==> src/rtl/blc_pkg.sv <==
// blc_pkg: shared types, kind codes and keyword tables of the batch line classifier
// no dependencies; imported by every rtl file of the block but blc_stream_ifs
package blc_pkg;

	localparam int TEXT_DEPTH = 63;
	localparam int TEXT_AW    = 6;

	// result kinds
	localparam logic [3:0] KIND_BLANK    = 4'd0;
	localparam logic [3:0] KIND_LABEL    = 4'd1;
	localparam logic [3:0] KIND_REM      = 4'd2;
	localparam logic [3:0] KIND_ECHO_OFF = 4'd3;
	localparam logic [3:0] KIND_ECHO_ON  = 4'd4;
	localparam logic [3:0] KIND_ECHO     = 4'd5;
	localparam logic [3:0] KIND_GOTO     = 4'd6;
	localparam logic [3:0] KIND_IF       = 4'd7;
	localparam logic [3:0] KIND_FOR      = 4'd8;
	localparam logic [3:0] KIND_SHIFT    = 4'd9;
	localparam logic [3:0] KIND_CALL     = 4'd10;
	localparam logic [3:0] KIND_PAUSE    = 4'd11;
	localparam logic [3:0] KIND_COMMAND  = 4'd12;

	// keyword slots
	localparam logic [2:0] KW_REM   = 3'd0;
	localparam logic [2:0] KW_ECHO  = 3'd1;
	localparam logic [2:0] KW_GOTO  = 3'd2;
	localparam logic [2:0] KW_IF    = 3'd3;
	localparam logic [2:0] KW_FOR   = 3'd4;
	localparam logic [2:0] KW_SHIFT = 3'd5;
	localparam logic [2:0] KW_CALL  = 3'd6;
	localparam logic [2:0] KW_PAUSE = 3'd7;

	localparam logic [7:0] CH_NUL   = 8'h00;
	localparam logic [7:0] CH_TAB   = 8'h09;
	localparam logic [7:0] CH_SPACE = 8'h20;
	localparam logic [7:0] CH_COLON = 8'h3A;
	localparam logic [7:0] CH_AT    = 8'h40;

	typedef struct packed {
		logic                 start;
		logic [3:0]           kind;
		logic                 at;
		logic [TEXT_AW-1:0]   len;
	} blc_flush_req_t;

	typedef struct packed {
		logic                 en;
		logic [TEXT_AW-1:0]   addr;
		logic [7:0]           data;
	} blc_wr_t;

	typedef struct packed {
		logic                 en;
		logic [TEXT_AW-1:0]   addr;
	} blc_rd_t;

	function automatic logic [7:0] to_upper(input logic [7:0] c);
		return (c inside {[8'h61:8'h7A]}) ? c - 8'h20 : c;
	endfunction

	function automatic logic is_gap(input logic [7:0] c);
		return (c == CH_SPACE) || (c == CH_TAB);
	endfunction

	function automatic logic [2:0] kw_len(input logic [2:0] idx);
		logic [2:0] n;
		case (idx)
			KW_REM:   n = 3'd3;
			KW_ECHO:  n = 3'd4;
			KW_GOTO:  n = 3'd4;
			KW_IF:    n = 3'd2;
			KW_FOR:   n = 3'd3;
			KW_SHIFT: n = 3'd5;
			KW_CALL:  n = 3'd4;
			KW_PAUSE: n = 3'd5;
			default:  n = 3'd0;
		endcase
		return n;
	endfunction

	function automatic logic [3:0] kw_kind(input logic [2:0] idx);
		logic [3:0] k;
		case (idx)
			KW_REM:   k = KIND_REM;
			KW_ECHO:  k = KIND_ECHO;
			KW_GOTO:  k = KIND_GOTO;
			KW_IF:    k = KIND_IF;
			KW_FOR:   k = KIND_FOR;
			KW_SHIFT: k = KIND_SHIFT;
			KW_CALL:  k = KIND_CALL;
			KW_PAUSE: k = KIND_PAUSE;
			default:  k = KIND_COMMAND;
		endcase
		return k;
	endfunction

	function automatic logic [7:0] kw_char(input logic [2:0] idx, input logic [2:0] pos);
		logic [39:0] word;
		logic [7:0]  c;
		case (idx)
			KW_REM:   word = {"REM", 16'h0};
			KW_ECHO:  word = {"ECHO", 8'h0};
			KW_GOTO:  word = {"GOTO", 8'h0};
			KW_IF:    word = {"IF", 24'h0};
			KW_FOR:   word = {"FOR", 16'h0};
			KW_SHIFT: word = "SHIFT";
			KW_CALL:  word = {"CALL", 8'h0};
			KW_PAUSE: word = "PAUSE";
			default:  word = 40'h0;
		endcase
		case (pos)
			3'd0:    c = word[39:32];
			3'd1:    c = word[31:24];
			3'd2:    c = word[23:16];
			3'd3:    c = word[15:8];
			3'd4:    c = word[7:0];
			default: c = 8'h0;
		endcase
		return c;
	endfunction

endpackage

==> src/rtl/blc_stream_ifs.sv <==
// blc_in_if and blc_out_if: valid/ready channels of the batch line classifier
// depends on nothing
interface blc_in_if;
	logic       valid;
	logic       ready;
	logic [7:0] ch;

	modport source (output valid, output ch, input ready);
	modport sink   (input valid, input ch, output ready);
endinterface

interface blc_out_if;
	logic       valid;
	logic       ready;
	logic [3:0] kind;
	logic       suppressed;
	logic [7:0] text_char;
	logic       text_valid;
	logic       last_of_run;

	modport source (output valid, output kind, output suppressed, output text_char,
		output text_valid, output last_of_run, input ready);
	modport sink   (input valid, input kind, input suppressed, input text_char,
		input text_valid, input last_of_run, output ready);
endinterface

==> src/rtl/blc_text_mem.sv <==
// blc_text_mem: captured text store, one write port, one registered read port
// depends on blc_pkg
module blc_text_mem (
	input  logic              clk,
	input  blc_pkg::blc_wr_t  wr,
	input  blc_pkg::blc_rd_t  rd,
	output logic [7:0]        rdata
);
	import blc_pkg::*;

	logic [7:0] mem [TEXT_DEPTH];

	always_ff @(posedge clk) begin
		if (wr.en) begin
			mem[wr.addr] <= wr.data;
		end
	end

	// read data holds until the next read
	always_ff @(posedge clk) begin
		if (rd.en) begin
			rdata <= mem[rd.addr];
		end
	end
endmodule

==> src/rtl/blc_parser.sv <==
// blc_parser: per-character line scanner, keyword match, text capture into the store
// depends on blc_pkg; writes blc_text_mem, hands finished lines to blc_flush
module blc_parser #(
	parameter int LINE_MAX  = 64,
	parameter int LABEL_MAX = 16
) (
	input  logic                    clk,
	input  logic                    arst_n,
	input  logic                    take,
	input  logic [7:0]              ch,
	output blc_pkg::blc_wr_t        wr,
	output blc_pkg::blc_flush_req_t req
);
	import blc_pkg::*;

	localparam logic [TEXT_AW-1:0] ECHO_CAP  = TEXT_AW'(LINE_MAX - 1);
	localparam logic [TEXT_AW-1:0] LABEL_CAP = TEXT_AW'(LABEL_MAX - 1);

	typedef enum logic [3:0] {
		PH_LEAD, PH_AFTER_AT, PH_KEYWORD, PH_LABEL, PH_ECHO_GAP,
		PH_ECHO_TEXT, PH_GOTO_GAP, PH_GOTO_NAME, PH_COMMAND, PH_DECIDED
	} phase_t;

	phase_t             phase_q, phase_d;
	logic               at_q, at_d;
	logic [7:0]         alive_q, alive_d;
	logic [2:0]         pos_q, pos_d;
	logic [1:0]         onoff_q, onoff_d;
	logic [TEXT_AW-1:0] len_q, len_d;
	logic               stopped_q, stopped_d;

	logic [7:0]         uc;
	logic               gap;
	logic [7:0]         alive_upd;
	logic               match_found;
	logic [2:0]         match_idx;
	logic [2:0]         pos_inc;
	logic [2:0]         echo_pos;
	logic [1:0]         echo_base;
	logic               do_kw, do_label, do_echo;
	logic [3:0]         fin_kind;
	logic               fin_text;

	assign uc      = to_upper(ch);
	assign gap     = is_gap(ch);
	assign pos_inc = (pos_q < 3'd7) ? pos_q + 3'd1 : pos_q;

	// per-keyword survival and full match at the current position
	always_comb begin
		match_found = 1'b0;
		match_idx   = '0;
		for (int i = 7; i >= 0; i--) begin
			alive_upd[i] = alive_q[i] && (pos_q < kw_len(3'(i))) && (pos_q < 3'd5)
				&& (uc == kw_char(3'(i), pos_q));
			if (alive_q[i] && kw_len(3'(i)) == pos_q) begin
				match_found = 1'b1;
				match_idx   = 3'(i);
			end
		end
	end

	assign echo_pos  = (phase_q == PH_ECHO_GAP) ? 3'd0 : pos_q;
	assign echo_base = (phase_q == PH_ECHO_GAP) ? 2'b11 : onoff_q;

	// kind at end of line
	always_comb begin
		fin_text = 1'b0;
		case (phase_q)
			PH_LEAD, PH_AFTER_AT: fin_kind = KIND_BLANK;
			PH_KEYWORD:   fin_kind = match_found ? kw_kind(match_idx) : KIND_COMMAND;
			PH_LABEL: begin
				fin_kind = KIND_LABEL;
				fin_text = 1'b1;
			end
			PH_ECHO_GAP:  fin_kind = KIND_ECHO;
			PH_ECHO_TEXT: begin
				if (onoff_q[0] && pos_q == 3'd3) begin
					fin_kind = KIND_ECHO_OFF;
				end else if (onoff_q[1] && pos_q == 3'd2) begin
					fin_kind = KIND_ECHO_ON;
				end else begin
					fin_kind = KIND_ECHO;
					fin_text = 1'b1;
				end
			end
			PH_GOTO_GAP:  fin_kind = KIND_GOTO;
			PH_GOTO_NAME: begin
				fin_kind = KIND_GOTO;
				fin_text = 1'b1;
			end
			PH_DECIDED:   fin_kind = kw_kind(pos_q);
			default:      fin_kind = KIND_COMMAND;
		endcase
	end

	always_comb begin
		phase_d   = phase_q;
		at_d      = at_q;
		alive_d   = alive_q;
		pos_d     = pos_q;
		onoff_d   = onoff_q;
		len_d     = len_q;
		stopped_d = stopped_q;
		do_kw     = 1'b0;
		do_label  = 1'b0;
		do_echo   = 1'b0;
		wr.en     = 1'b0;
		wr.addr   = len_q;
		wr.data   = ch;
		req.start = 1'b0;
		req.kind  = fin_kind;
		req.at    = at_q;
		req.len   = fin_text ? len_q : '0;

		if (take && ch != CH_NUL) begin
			case (phase_q)
				PH_LEAD, PH_AFTER_AT: begin
					if (!gap) begin
						if (phase_q == PH_LEAD && ch == CH_AT) begin
							at_d    = 1'b1;
							phase_d = PH_AFTER_AT;
						end else if (ch == CH_COLON) begin
							phase_d = PH_LABEL;
						end else begin
							phase_d = PH_KEYWORD;
							do_kw   = 1'b1;
						end
					end
				end
				PH_KEYWORD: do_kw = 1'b1;
				PH_LABEL, PH_GOTO_NAME: do_label = 1'b1;
				PH_ECHO_GAP: begin
					if (!gap) begin
						phase_d = PH_ECHO_TEXT;
						do_echo = 1'b1;
					end
				end
				PH_ECHO_TEXT: do_echo = 1'b1;
				PH_GOTO_GAP: begin
					if (!gap) begin
						phase_d  = PH_GOTO_NAME;
						do_label = (ch != CH_COLON);
					end
				end
				default: ;
			endcase

			if (do_kw) begin
				if (gap) begin
					if (!match_found) begin
						phase_d = PH_COMMAND;
					end else if (match_idx == KW_ECHO) begin
						phase_d = PH_ECHO_GAP;
						pos_d   = '0;
					end else if (match_idx == KW_GOTO) begin
						phase_d = PH_GOTO_GAP;
					end else begin
						phase_d = PH_DECIDED;
						pos_d   = match_idx;
					end
				end else begin
					alive_d = alive_upd;
					pos_d   = pos_inc;
					if (alive_upd == '0) begin
						phase_d = PH_COMMAND;
					end
				end
			end

			if (do_label && !stopped_q) begin
				if (gap || ch == CH_COLON) begin
					stopped_d = 1'b1;
				end else if (len_q < LABEL_CAP) begin
					wr.en = 1'b1;
					len_d = len_q + 1'b1;
				end
			end

			if (do_echo) begin
				onoff_d[0] = echo_base[0] && (echo_pos < 3'd3)
					&& (uc == ((echo_pos == 3'd0) ? "O" : "F"));
				onoff_d[1] = echo_base[1] && (echo_pos < 3'd2)
					&& (uc == ((echo_pos == 3'd0) ? "O" : "N"));
				pos_d = (echo_pos < 3'd7) ? echo_pos + 3'd1 : echo_pos;
				if (len_q < ECHO_CAP) begin
					wr.en = 1'b1;
					len_d = len_q + 1'b1;
				end
			end
		end else if (take) begin
			req.start = 1'b1;
			phase_d   = PH_LEAD;
			at_d      = 1'b0;
			alive_d   = '1;
			pos_d     = '0;
			onoff_d   = '0;
			len_d     = '0;
			stopped_d = 1'b0;
		end
	end

	always_ff @(posedge clk or negedge arst_n) begin
		if (!arst_n) begin
			phase_q   <= PH_LEAD;
			at_q      <= 1'b0;
			alive_q   <= '1;
			pos_q     <= '0;
			onoff_q   <= '0;
			len_q     <= '0;
			stopped_q <= 1'b0;
		end else begin
			phase_q   <= phase_d;
			at_q      <= at_d;
			alive_q   <= alive_d;
			pos_q     <= pos_d;
			onoff_q   <= onoff_d;
			len_q     <= len_d;
			stopped_q <= stopped_d;
		end
	end
endmodule

==> src/rtl/blc_flush.sv <==
// blc_flush: end-of-line sequencer, reads the text store and drives the result register
// depends on blc_pkg, blc_out_if; reads blc_text_mem
module blc_flush (
	input  logic                    clk,
	input  logic                    arst_n,
	input  blc_pkg::blc_flush_req_t req,
	output logic                    busy,
	output blc_pkg::blc_rd_t        rd,
	input  logic [7:0]              rdata,
	blc_out_if.source               results
);
	import blc_pkg::*;

	typedef enum logic [1:0] {ST_IDLE, ST_SINGLE, ST_RUN} state_t;

	state_t             state_q;
	logic [3:0]         kind_q;
	logic               at_q;
	logic [TEXT_AW-1:0] n_q;
	logic [TEXT_AW-1:0] idx_q;
	logic               pend_q;
	logic               pend_last_q;
	logic               out_valid_q;
	logic               slot_free;
	logic               load;
	logic               emit;

	assign slot_free = !out_valid_q || results.ready;
	assign load      = (state_q == ST_RUN) && pend_q && slot_free;
	assign emit      = load || ((state_q == ST_SINGLE) && slot_free);
	assign rd.en     = (state_q == ST_RUN) && (idx_q != n_q) && (!pend_q || load);
	assign rd.addr   = idx_q;
	assign busy      = (state_q != ST_IDLE);

	assign results.valid = out_valid_q;

	always_ff @(posedge clk or negedge arst_n) begin
		if (!arst_n) begin
			state_q     <= ST_IDLE;
			pend_q      <= 1'b0;
			out_valid_q <= 1'b0;
			idx_q       <= '0;
		end else begin
			if (emit) begin
				out_valid_q <= 1'b1;
			end else if (results.ready) begin
				out_valid_q <= 1'b0;
			end
			case (state_q)
				ST_IDLE: begin
					if (req.start) begin
						kind_q  <= req.kind;
						at_q    <= req.at;
						n_q     <= req.len;
						idx_q   <= '0;
						pend_q  <= 1'b0;
						state_q <= (req.len == '0) ? ST_SINGLE : ST_RUN;
					end
				end
				ST_SINGLE: begin
					if (slot_free) begin
						results.kind        <= kind_q;
						results.suppressed  <= at_q;
						results.text_char   <= '0;
						results.text_valid  <= 1'b0;
						results.last_of_run <= 1'b1;
						state_q             <= ST_IDLE;
					end
				end
				ST_RUN: begin
					if (load) begin
						results.kind        <= kind_q;
						results.suppressed  <= at_q;
						results.text_char   <= rdata;
						results.text_valid  <= 1'b1;
						results.last_of_run <= pend_last_q;
						if (pend_last_q) begin
							state_q <= ST_IDLE;
						end
					end
					if (rd.en) begin
						idx_q       <= idx_q + 1'b1;
						pend_last_q <= (idx_q + 1'b1 == n_q);
						pend_q      <= 1'b1;
					end else if (load) begin
						pend_q <= 1'b0;
					end
				end
				default: state_q <= ST_IDLE;
			endcase
		end
	end
endmodule

==> src/rtl/batch_line_classifier_top.sv <==
// batch_line_classifier_top: top level of the batch line classifier
// depends on blc_pkg, blc_stream_ifs, blc_parser, blc_text_mem, blc_flush
//
// usage
// - chars: one line character per word; a zero character ends the line
// - results: per line, one word carrying kind and the '@' flag, or, when a
//   label name, goto target or echo text was captured, one word per captured
//   character; last_of_run marks the final word of the line
// - a non-zero character is absorbed by the scanner and gives no word
// - throughput: one character per cycle while a line is scanned
// - end of line: a line with no text has its word registered once the result
//   register is free after the zero is taken; with n captured characters the
//   store is read first and the first word is registered from the read data,
//   then one word per cycle while results.ready stays high
// - chars.ready is low from the zero until the last word of the line sits in
//   the result register; the pace is set by the single read port of the text
//   store
// - a stalled receiver holds the result register; the store read waits, and
//   the next line may start once the final word is registered
// - reset: scanner returns to the leading-whitespace phase with the '@' flag
//   and counters cleared and the keyword mask set to all ones; the text store
//   is not cleared, it is only read below the captured length
module batch_line_classifier_top #(
	parameter int LINE_MAX  = 64,
	parameter int LABEL_MAX = 16
) (
	input  logic      clk,
	input  logic      arst_n,
	blc_in_if.sink    chars,
	blc_out_if.source results
);
	import blc_pkg::*;

	blc_wr_t        wr;
	blc_rd_t        rd;
	blc_flush_req_t req;
	logic [7:0]     rdata;
	logic           busy;
	logic           take;

	// the scanner is held off while a finished line is being read out
	assign chars.ready = !busy;
	assign take        = chars.valid && chars.ready;

	blc_parser #(
		.LINE_MAX  (LINE_MAX),
		.LABEL_MAX (LABEL_MAX)
	) u_parser (
		.clk    (clk),
		.arst_n (arst_n),
		.take   (take),
		.ch     (chars.ch),
		.wr     (wr),
		.req    (req)
	);

	blc_text_mem u_mem (
		.clk   (clk),
		.wr    (wr),
		.rd    (rd),
		.rdata (rdata)
	);

	blc_flush u_flush (
		.clk     (clk),
		.arst_n  (arst_n),
		.req     (req),
		.busy    (busy),
		.rd      (rd),
		.rdata   (rdata),
		.results (results)
	);
endmodule

==> src/flat_wrapper.sv <==
// flat-port wrapper written by rule: the top's interface ports become plain ports
module batch_line_classifier_top_flat import blc_pkg::*;
#(
	parameter int LINE_MAX  = 64,
	parameter int LABEL_MAX = 16
)
  (clk, arst_n, chars_valid, chars_ch, chars_ready, results_valid, results_kind, results_suppressed, results_text_char, results_text_valid, results_last_of_run, results_ready);
  blc_in_if chars_i ();
  blc_out_if results_i ();
  input  logic clk;
  input  logic arst_n;
  input wire logic [$bits(chars_i.valid)-1:0] chars_valid;
  input wire logic [$bits(chars_i.ch)-1:0] chars_ch;
  output wire logic [$bits(chars_i.ready)-1:0] chars_ready;
  output wire logic [$bits(results_i.valid)-1:0] results_valid;
  output wire logic [$bits(results_i.kind)-1:0] results_kind;
  output wire logic [$bits(results_i.suppressed)-1:0] results_suppressed;
  output wire logic [$bits(results_i.text_char)-1:0] results_text_char;
  output wire logic [$bits(results_i.text_valid)-1:0] results_text_valid;
  output wire logic [$bits(results_i.last_of_run)-1:0] results_last_of_run;
  input wire logic [$bits(results_i.ready)-1:0] results_ready;
  assign chars_i.valid = chars_valid;
  assign chars_i.ch = chars_ch;
  assign chars_ready = chars_i.ready;
  assign results_valid = results_i.valid;
  assign results_kind = results_i.kind;
  assign results_suppressed = results_i.suppressed;
  assign results_text_char = results_i.text_char;
  assign results_text_valid = results_i.text_valid;
  assign results_last_of_run = results_i.last_of_run;
  assign results_i.ready = results_ready;
  batch_line_classifier_top #(.LINE_MAX(LINE_MAX), .LABEL_MAX(LABEL_MAX)) u_core (.clk(clk), .arst_n(arst_n), .chars(chars_i), .results(results_i));
endmodule
==> config.mk <==
export PLATFORM = sky130hd
export DESIGN_NAME = batch_line_classifier_top_flat
export DESIGN_NICKNAME = d
export VERILOG_FILES = /design/src/rtl/blc_pkg.sv /design/src/rtl/blc_stream_ifs.sv /design/src/rtl/blc_text_mem.sv /design/src/rtl/blc_parser.sv /design/src/rtl/blc_flush.sv /design/src/rtl/batch_line_classifier_top.sv /design/src/flat_wrapper.sv
export SDC_FILE = /design/constraint.sdc
export NUM_CORES = 1
export LEC_CHECK = 0
export ABC_AREA = 1
export BUFFER_PORTS_ARGS = -buffer_cell sky130_fd_sc_hd__buf_4
export CELL_PAD_IN_SITES_DETAIL_PLACEMENT = 0
export CELL_PAD_IN_SITES_GLOBAL_PLACEMENT = 1
export CORE_MARGIN = 2
export CORE_UTILIZATION = 51
export CTS_BUF_LIST = sky130_fd_sc_hd__clkbuf_8 sky130_fd_sc_hd__clkbuf_16
export DETAILED_ROUTE_END_ITERATION = 7
export GPL_ROUTABILITY_DRIVEN = 0
export HOLD_SLACK_MARGIN = 0.03
export MAX_ROUTING_LAYER = met4
export PLACE_DENSITY_LB_ADDON = 0.05
export SLEW_MARGIN = 15
export SYNTH_ARGS = -nofsm -noshare
export SYNTH_HDL_FRONTEND = slang
export SYNTH_SLANG_ARGS = --single-unit
==> constraint.sdc <==
create_clock -name clk -period 2.9 [get_ports clk]
set_input_delay 0.29 -clock clk [delete_from_list [all_inputs] [get_ports clk]]
set_output_delay 0.29 -clock clk [all_outputs]
set_load 0.02 [all_outputs]
==> results of run 1 <==
## flip-flops by register name, summed over array words and instances (netlist names), 3 cells and up
signal                            cells
u_core.u_mem.mem                    504
u_core.u_flush.results.text_char      8
u_core.u_mem.rdata                    8
u_core.u_parser.alive_q               8
u_core.u_flush.idx_q                  6
u_core.u_flush.n_q                    6
u_core.u_parser.len_q                 6
u_core.u_flush.kind_q                 4
u_core.u_flush.results.kind           4
u_core.u_parser.phase_q               4
u_core.u_parser.pos_q                 3
## metal layers
layer	vias up	GRT usage
li1	8169	-
met1	8708	0.408
met2	716	0.446
met3	120	0.0493
met4	0	0.0765
met5	-	-
## placed cells by master (no fill, tap or decap), types with 7 or more instances in the layout
| master | n |
|---|---|
| clkbuf_16 | 58 |
| mux2i_1 | 8 |
| nor2_1 | 416 |
| nand2_2 | 7 |
| nand4_1 | 10 |
| o22ai_1 | 131 |
| edfxtp_1 | 539 |
| inv_2 | 20 |
| buf_4 | 148 |
| buf_12 | 13 |
| ha_1 | 11 |
| clkinv_2 | 18 |
| xor2_1 | 15 |
| dfstp_2 | 8 |
| nor3_1 | 19 |
| nand2_1 | 237 |
| a21oi_1 | 53 |
| nor2_2 | 21 |
| clkinv_1 | 15 |
| bufinv_16 | 7 |
| o211ai_1 | 8 |
| dfrtp_1 | 24 |
| o21ai_1 | 7 |
| inv_1 | 102 |
| o21ai_0 | 302 |
| nand3_1 | 81 |
## synthesized netlist by cell type (4+ instances only)
master and n:
edfxtp_1 539, nor2_1 434, o21ai_0 302, nand2_1 240, o22ai_1 131, inv_1 96
clkbuf_1 88, nand3_1 81, a21oi_1 53, dfrtp_1 27, buf_2 20, inv_2 19
nor3_1 19, xor2_1 15, ha_1 12, nand4_1 10, dfstp_2 8, mux2i_1 8
o211ai_1 8, buf_1 7, o21ai_1 7, a22oi_1 6, nand3b_1 6, o32ai_1 6
clkinv_1 5, nand3_2 5, nand2_2 4, nand2_4 4, nand3_4 4, o31ai_1 4
## power by group through the flow
stage | Combinational, mW | Clock (mW) | Sequential (mW)
after floorplan | 6.07 | 0 | 9.92
after global placement | 10.1 | 0 | 10.1
after detailed placement | 10.1 | 0 | 10.1
after CTS | 10.1 | 7.61 | 9.92
after global routing | 11.2 | 7.91 | 9.96
final | 10.2 | 7.51 | 9.93
## cell families (layout without fill, tap and decap cells)
kind of cell               Yosys count  count (layout)  share of synthesized area
DFF                                574             574                      0.686
buffers and inverters              241             398                     0.0387
other                                0               1                          0
AOI/OAI and AO/OA                  540             540                      0.122
muxes                                8               8                    0.00322
adders and majority gates           12              12                    0.00603
xor gates and xnor gates            16              16                    0.00563
and+or+nand+nor                    821             821                      0.139
## metrics by stage
| stage | cells | instance area, um2 | hold WS (ps) | setup slack, ps |
|---|---|---|---|---|
| after CTS | 2984 | 28500 | 77.1 | 76.8 |
| after floorplan | 2212 | 24900 | -5.59 | 385 |
| after detailed placement | 2870 | 26600 | 306 | 81.5 |
| final | 2985 | 28600 | 104 | 89.1 |
| after global placement | 2870 | 26600 | 301 | 70.2 |
| after global routing | 2985 | 28600 | 91.3 | 5.80 |
## cell type report
class                      instances  area, um2  share of cell area
sequential                       574      17100               0.598
tap                              615        769              0.0269
multi-input combinational       1397       6920               0.242
clock inverter                    51        460              0.0161
timing repair buffer             166       1420              0.0497
inverter                         123        480              0.0168
clock buffer                      58       1450              0.0508
antenna                            1       2.50           0.0000876
## critical path, stage by stage (launching register included)
cell and delay, ps:
dfrtp_4 560, inv_6 160, buf_12 200, buf_4 160, o21ai_0 170, o22ai_1 100
o21ai_0 290, o22ai_1 170, o21ai_0 380, o22ai_1 140, buf_4 170
## how the worst min path moves through the flow
stage | depth (start not counted) | slack, ps | to | startpoint
5_1_grt | 2 | 90 | u_core.u_mem.mem[22][2] | chars_ch[2]
6_report | 2 | 100 | u_core.u_mem.mem[22][2] | chars_ch[2]
3_5_place_dp | 1 | 310 | u_core.u_flush.results.valid | arst_n
2_1_floorplan | 0 | -6 | u_core.u_flush.idx_q[0] | arst_n
4_1_cts | 2 | 80 | u_core.u_mem.mem[22][2] | chars_ch[2]
3_3_place_gp | 1 | 300 | u_core.u_flush.results.valid | arst_n
## what timing repair did
item | in CTS | in global routing
endpoints found under the setup margin | 0 | 136
hold buffers | 5 | 0
gates resized for setup | 0 | 25
hold endpoints to repair | 41 | 0
==> impl_metrics.env, run 1 <==
export IMPL_cts_max_path_buffers=3
export IMPL_finalClockSkew_ps=29.0
export IMPL_endpoint_kind="flop"
export IMPL_finalWorstPathRequiredPeriod_ps=2810
export IMPL_yosys_top_cells_area="edfxtp_1 (65%), nor2_1 (6.5%), o21ai_0 (6.1%), nand2_1 (3.6%), o22ai_1 (3.3%)"
export IMPL_p_comb_frac=0.369
export IMPL_ys_ff_latch=574
export IMPL_drt_iter0_markers=1981
export IMPL_syn_to_final_growth_pct=14.8
export IMPL_h_tree_depth=2
export IMPL_swShare=0.385
export IMPL_p_leak_nw=10.2
export IMPL_wl_met3_um=5190
export IMPL_rrSetupSlack_ps=90
export IMPL_p_clk_frac=0.272
export IMPL_postCtsSetupBuffers=0
export IMPL_seq_area_frac_synth=0.686
export IMPL_die_y_um=225
export IMPL_drv_cap=0
export IMPL_synth_top_cell_by_area="edfxtp_1"
export IMPL_p_seq_frac=0.359
export IMPL_synthFlopType="edfxtp_1"
export IMPL_grt_pass1_wl_um=107000
export IMPL_required_ps=3280
export IMPL_wire_per_inst_um=23.6
export IMPL_final_nets=2344
export IMPL_synthesis_nets=2236
export IMPL_totalWireLength_um=70600
export IMPL_grt_max_degree=92
export IMPL_numCtsBuffers=58
export IMPL_grt_pass1_vias=17300
export IMPL_power_density_nw_per_um2=967
export IMPL_status="complete, no violations"
export IMPL_maxSlewViolCount=0
export IMPL_synth_cell_types=56
export IMPL_finalHoldViolations=0
export IMPL_hold_class="in -> reg"
export IMPL_clk_pin_slew_worst_paths_ps=60
export IMPL_async_flop_share=0.0610
export IMPL_synth_area_per_cell_um2=11.3
export IMPL_tritoncts="yes"
export IMPL_reg2reg_from="u_core.u_flush.idx_q[0]"
export IMPL_crit_end="u_core.u_mem.rdata[5]"
export IMPL_clock_root_buffer="clkbuf_16"
export IMPL_startpoint_type="flop"
export IMPL_r2r_cells=10
export IMPL_synth_area_um2=24900
export IMPL_vdd_drop_max_mv=0.558
export IMPL_crit_start="u_core.u_flush.idx_q[0]"
export IMPL_clock_fmax_ghz=0.356
export IMPL_port_buffers=28
export IMPL_worst_pin_slew_ps=925
export IMPL_clkLatencyLatePin_ps=640
export IMPL_start_util=0.519
export IMPL_drc=0
export IMPL_place_hpwl_um=45500
export IMPL_rows=80
export IMPL_internal_power_mw=17.0
export IMPL_worstPathMaxFanout=34
export IMPL_r2r_end="u_core.u_mem.rdata[5]"
export IMPL_vias_per_cell=5.93
export IMPL_vias=17700
export IMPL_critical_path_class="reg -> reg"
export IMPL_antenna_found_initial=2
export IMPL_layout_drive_gt1_share=0.144
export IMPL_yosysWarnings=0
export IMPL_switchingPower_mw=10.6
export IMPL_die_w_um=225
export IMPL_ant_nets=0
export IMPL_fp_coreArea_um2=47900
export IMPL_top_layer_used="met4"
export IMPL_first_pass_iters=6
export IMPL_cp_data_arrival_time_ps=3190
export IMPL_wl_met1_um=30800
export IMPL_boundaryPins=29
export IMPL_synth_top_area_share=0.650
export IMPL_max_slew_margin=0.383
export IMPL_rsz0062_at_grt="no"
export IMPL_grt_usage=0.291
export IMPL_clkSinkCount=574
export IMPL_grt_overflow=0
export IMPL_fin_crit_sh=0.969
export IMPL_synthCells=2212
export IMPL_finalSetupViolCount=0
export IMPL_power_mw=27.7
export IMPL_tns_ps=0
export IMPL_utilization=0.596
export IMPL_synth_edf_count=539
export IMPL_fillers=3948
export IMPL_die_area_um2=50600
export IMPL_dr_wl_met2_um=32800
Power figures use the tool's default switching activity.
==> run 2, diff against run 1 <==
- CORE_UTILIZATION: 51 -> 46
- PLACE_DENSITY_LB_ADDON: 0.05 -> 0.08
- clock period: 2.9 -> 2.55 ns (I/O delays scaled with it)
==> impl_metrics.env, run 2 (synthesis results as in run 1) <==
export IMPL_drc=0
export IMPL_port_buffers=28
export IMPL_finalWorstPathRequiredPeriod_ps=2460
export IMPL_required_ps=3030
export IMPL_final_cell_area_um2=29300
export IMPL_critical_path_class="reg -> reg"
export IMPL_clock_root_buffer="clkbuf_16"
export IMPL_placed_cell_area_um2=27100
export IMPL_internal_power_mw=19.7
export IMPL_numCtsBuffers=60
export IMPL_fin_crit_sh=0.966
export IMPL_cp_common_cell="buf_12"
export IMPL_diodes=0
export IMPL_switchingPower_mw=12.0
export IMPL_ant_nets=0
export IMPL_cts_max_path_buffers=3
export IMPL_finalClockSkew_ps=34.4
export IMPL_largest_reg_flops=504
export IMPL_swShare=0.379
export IMPL_rows=85
export IMPL_grt_overflow=0
export IMPL_place_hpwl_um=46400
export IMPL_grt_usage=0.266
export IMPL_clock_fmax_ghz=0.406
export IMPL_vdd_drop_max_mv=0.661
export IMPL_wire_per_inst_um=23.1
export IMPL_cp_slowest_cell="o32ai_1"
export IMPL_syn_to_final_growth_pct=17.5
export IMPL_drt_iter0_markers=1696
export IMPL_clkSinkCount=574
export IMPL_largest_register="u_core.u_mem.mem"
export IMPL_p_comb_frac=0.366
export IMPL_antenna_found_initial=0
export IMPL_die_y_um=237
export IMPL_slowest_delay_ps=550
export IMPL_setup_ws_ps=85.5
export IMPL_boundaryPins=29
export IMPL_h_tree_depth=2
export IMPL_grt_max_degree=86
export IMPL_startpoint_type="flop"
export IMPL_die_w_um=237
export IMPL_cp_data_arrival_time_ps=2950
export IMPL_final_nets=2405
export IMPL_p_leak_nw=10.6
export IMPL_final_cell_mix="edfxtp_1 (539), nor2_1 (430), o21ai_0 (302), nand2_1 (233), buf_4 (207)"
export IMPL_grt_pass1_wl_um=109000
export IMPL_worstPathMaxFanout=66
export IMPL_endpoint_kind="flop"
export IMPL_cp_cell_sequence="inv_6 > buf_12 > buf_12 > o21ai_0 > o22ai_1 > nor2_1 > o32ai_1 > nand2_1 > a21oi_1"
export IMPL_fp_coreArea_um2=53700
export IMPL_layout_drive_gt1_share=0.164
export IMPL_maxSlewViolCount=0
export IMPL_start_util=0.464
export IMPL_hold_class="in -> reg"
export IMPL_die_area_um2=56000
export IMPL_p_seq_frac=0.353
export IMPL_tns_ps=0
export IMPL_max_slew_margin=0.330
export IMPL_clk_pin_slew_worst_paths_ps=70
export IMPL_grt_pass1_vias=17100
export IMPL_vias_per_cell=5.62
export IMPL_worst_hold_path_num_cells=4
export IMPL_drv_cap=0
export IMPL_totalWireLength_um=72100
export IMPL_power_density_nw_per_um2=1090
export IMPL_r2r_cells=9
export IMPL_first_pass_iters=5
export IMPL_tritoncts="yes"
export IMPL_rsz0062_at_grt="yes"
export IMPL_worst_pin_slew_ps=1010
export IMPL_status="complete, no violations"
export IMPL_p_clk_frac=0.281
export IMPL_pre_cts_slack_ps=-32.1
export IMPL_finalHoldViolations=0
export IMPL_clkLatencyLatePin_ps=640
export IMPL_vias=17600
export IMPL_final_common_cell="edfxtp_1"
export IMPL_power_mw=31.8
export IMPL_finalSetupViolCount=0
## run 2: routing by layer
layer	vias up	share of wire	GRT usage
met5	-	0	-
met4	0	0.018	0.0633
met3	79	0.053	0.0353
met2	503	0.48	0.418
met1	8728	0.45	0.370
li1	8277	-	-
## run 2: worst max-delay path: cells and delay by family, from the launching register on
family / cells / cell delay [ps]
AOI/OAI and AO/OA: 4 / 1010
buffers and inverters: 3 / 570
DFF: 1 / 520
and+or+nand+nor: 2 / 170
## run 2: layout make-up
type | instances | area (um2)
clock buffer | 60 | 1500
clock inverter | 53 | 522
fill | 4636 | 24400
inverter | 123 | 478
multi-input combinational | 1397 | 6940
sequential | 574 | 17100
tap | 696 | 871
timing repair buffer | 225 | 1860
## run 2: path summary, 6_finish.rpt
path                       slack, ps                     start                        endpoint
hold / removal                   150               chars_ch[3]      u_core.u_parser.onoff_q[0]
setup / recovery                  90   u_core.u_flush.idx_q[0]           u_core.u_mem.rdata[3]
setup reg to reg                  90   u_core.u_flush.idx_q[0]           u_core.u_mem.rdata[3]
hold reg to reg                  400  u_core.u_flush.kind_q[3]  u_core.u_flush.results.kind[3]
max in group asynchronous       1880                    arst_n      u_core.u_parser.alive_q[2]
min in group asynchronous        250                    arst_n            u_core.u_parser.at_q
## run 2: per-stage QoR
step           std cells  hold slack, ps   util
2_1_floorplan       2212           -40.6      -
3_3_place_gp        3008            58.9  0.504
3_5_place_dp        3008            60.2  0.504
4_1_cts             3126             131  0.543
5_1_grt             3128             143  0.545
6_report            3128             147  0.545
## run 2: what timing repair did
| action | in CTS | in global routing |
|---|---|---|
| buffers inserted | 0 | 2 |
| pin swaps | 0 | 1 |
| setup endpoints to repair | 1 | 422 |
| resized for setup | 1 | 24 |
| endpoints found under the hold margin | 37 | 0 |
| hold buffers | 5 | 0 |
## run 2: power groups by stage
stage	Sequential (mW)	Combinational, mW	Clock, mW
finish	11.2	11.6	8.91
global route	11.2	12.8	9.48
CTS	11.2	11.5	9.06
detailed placement	11.4	11.4	0
global placement	11.4	11.4	0
floorplan	11.3	6.90	0
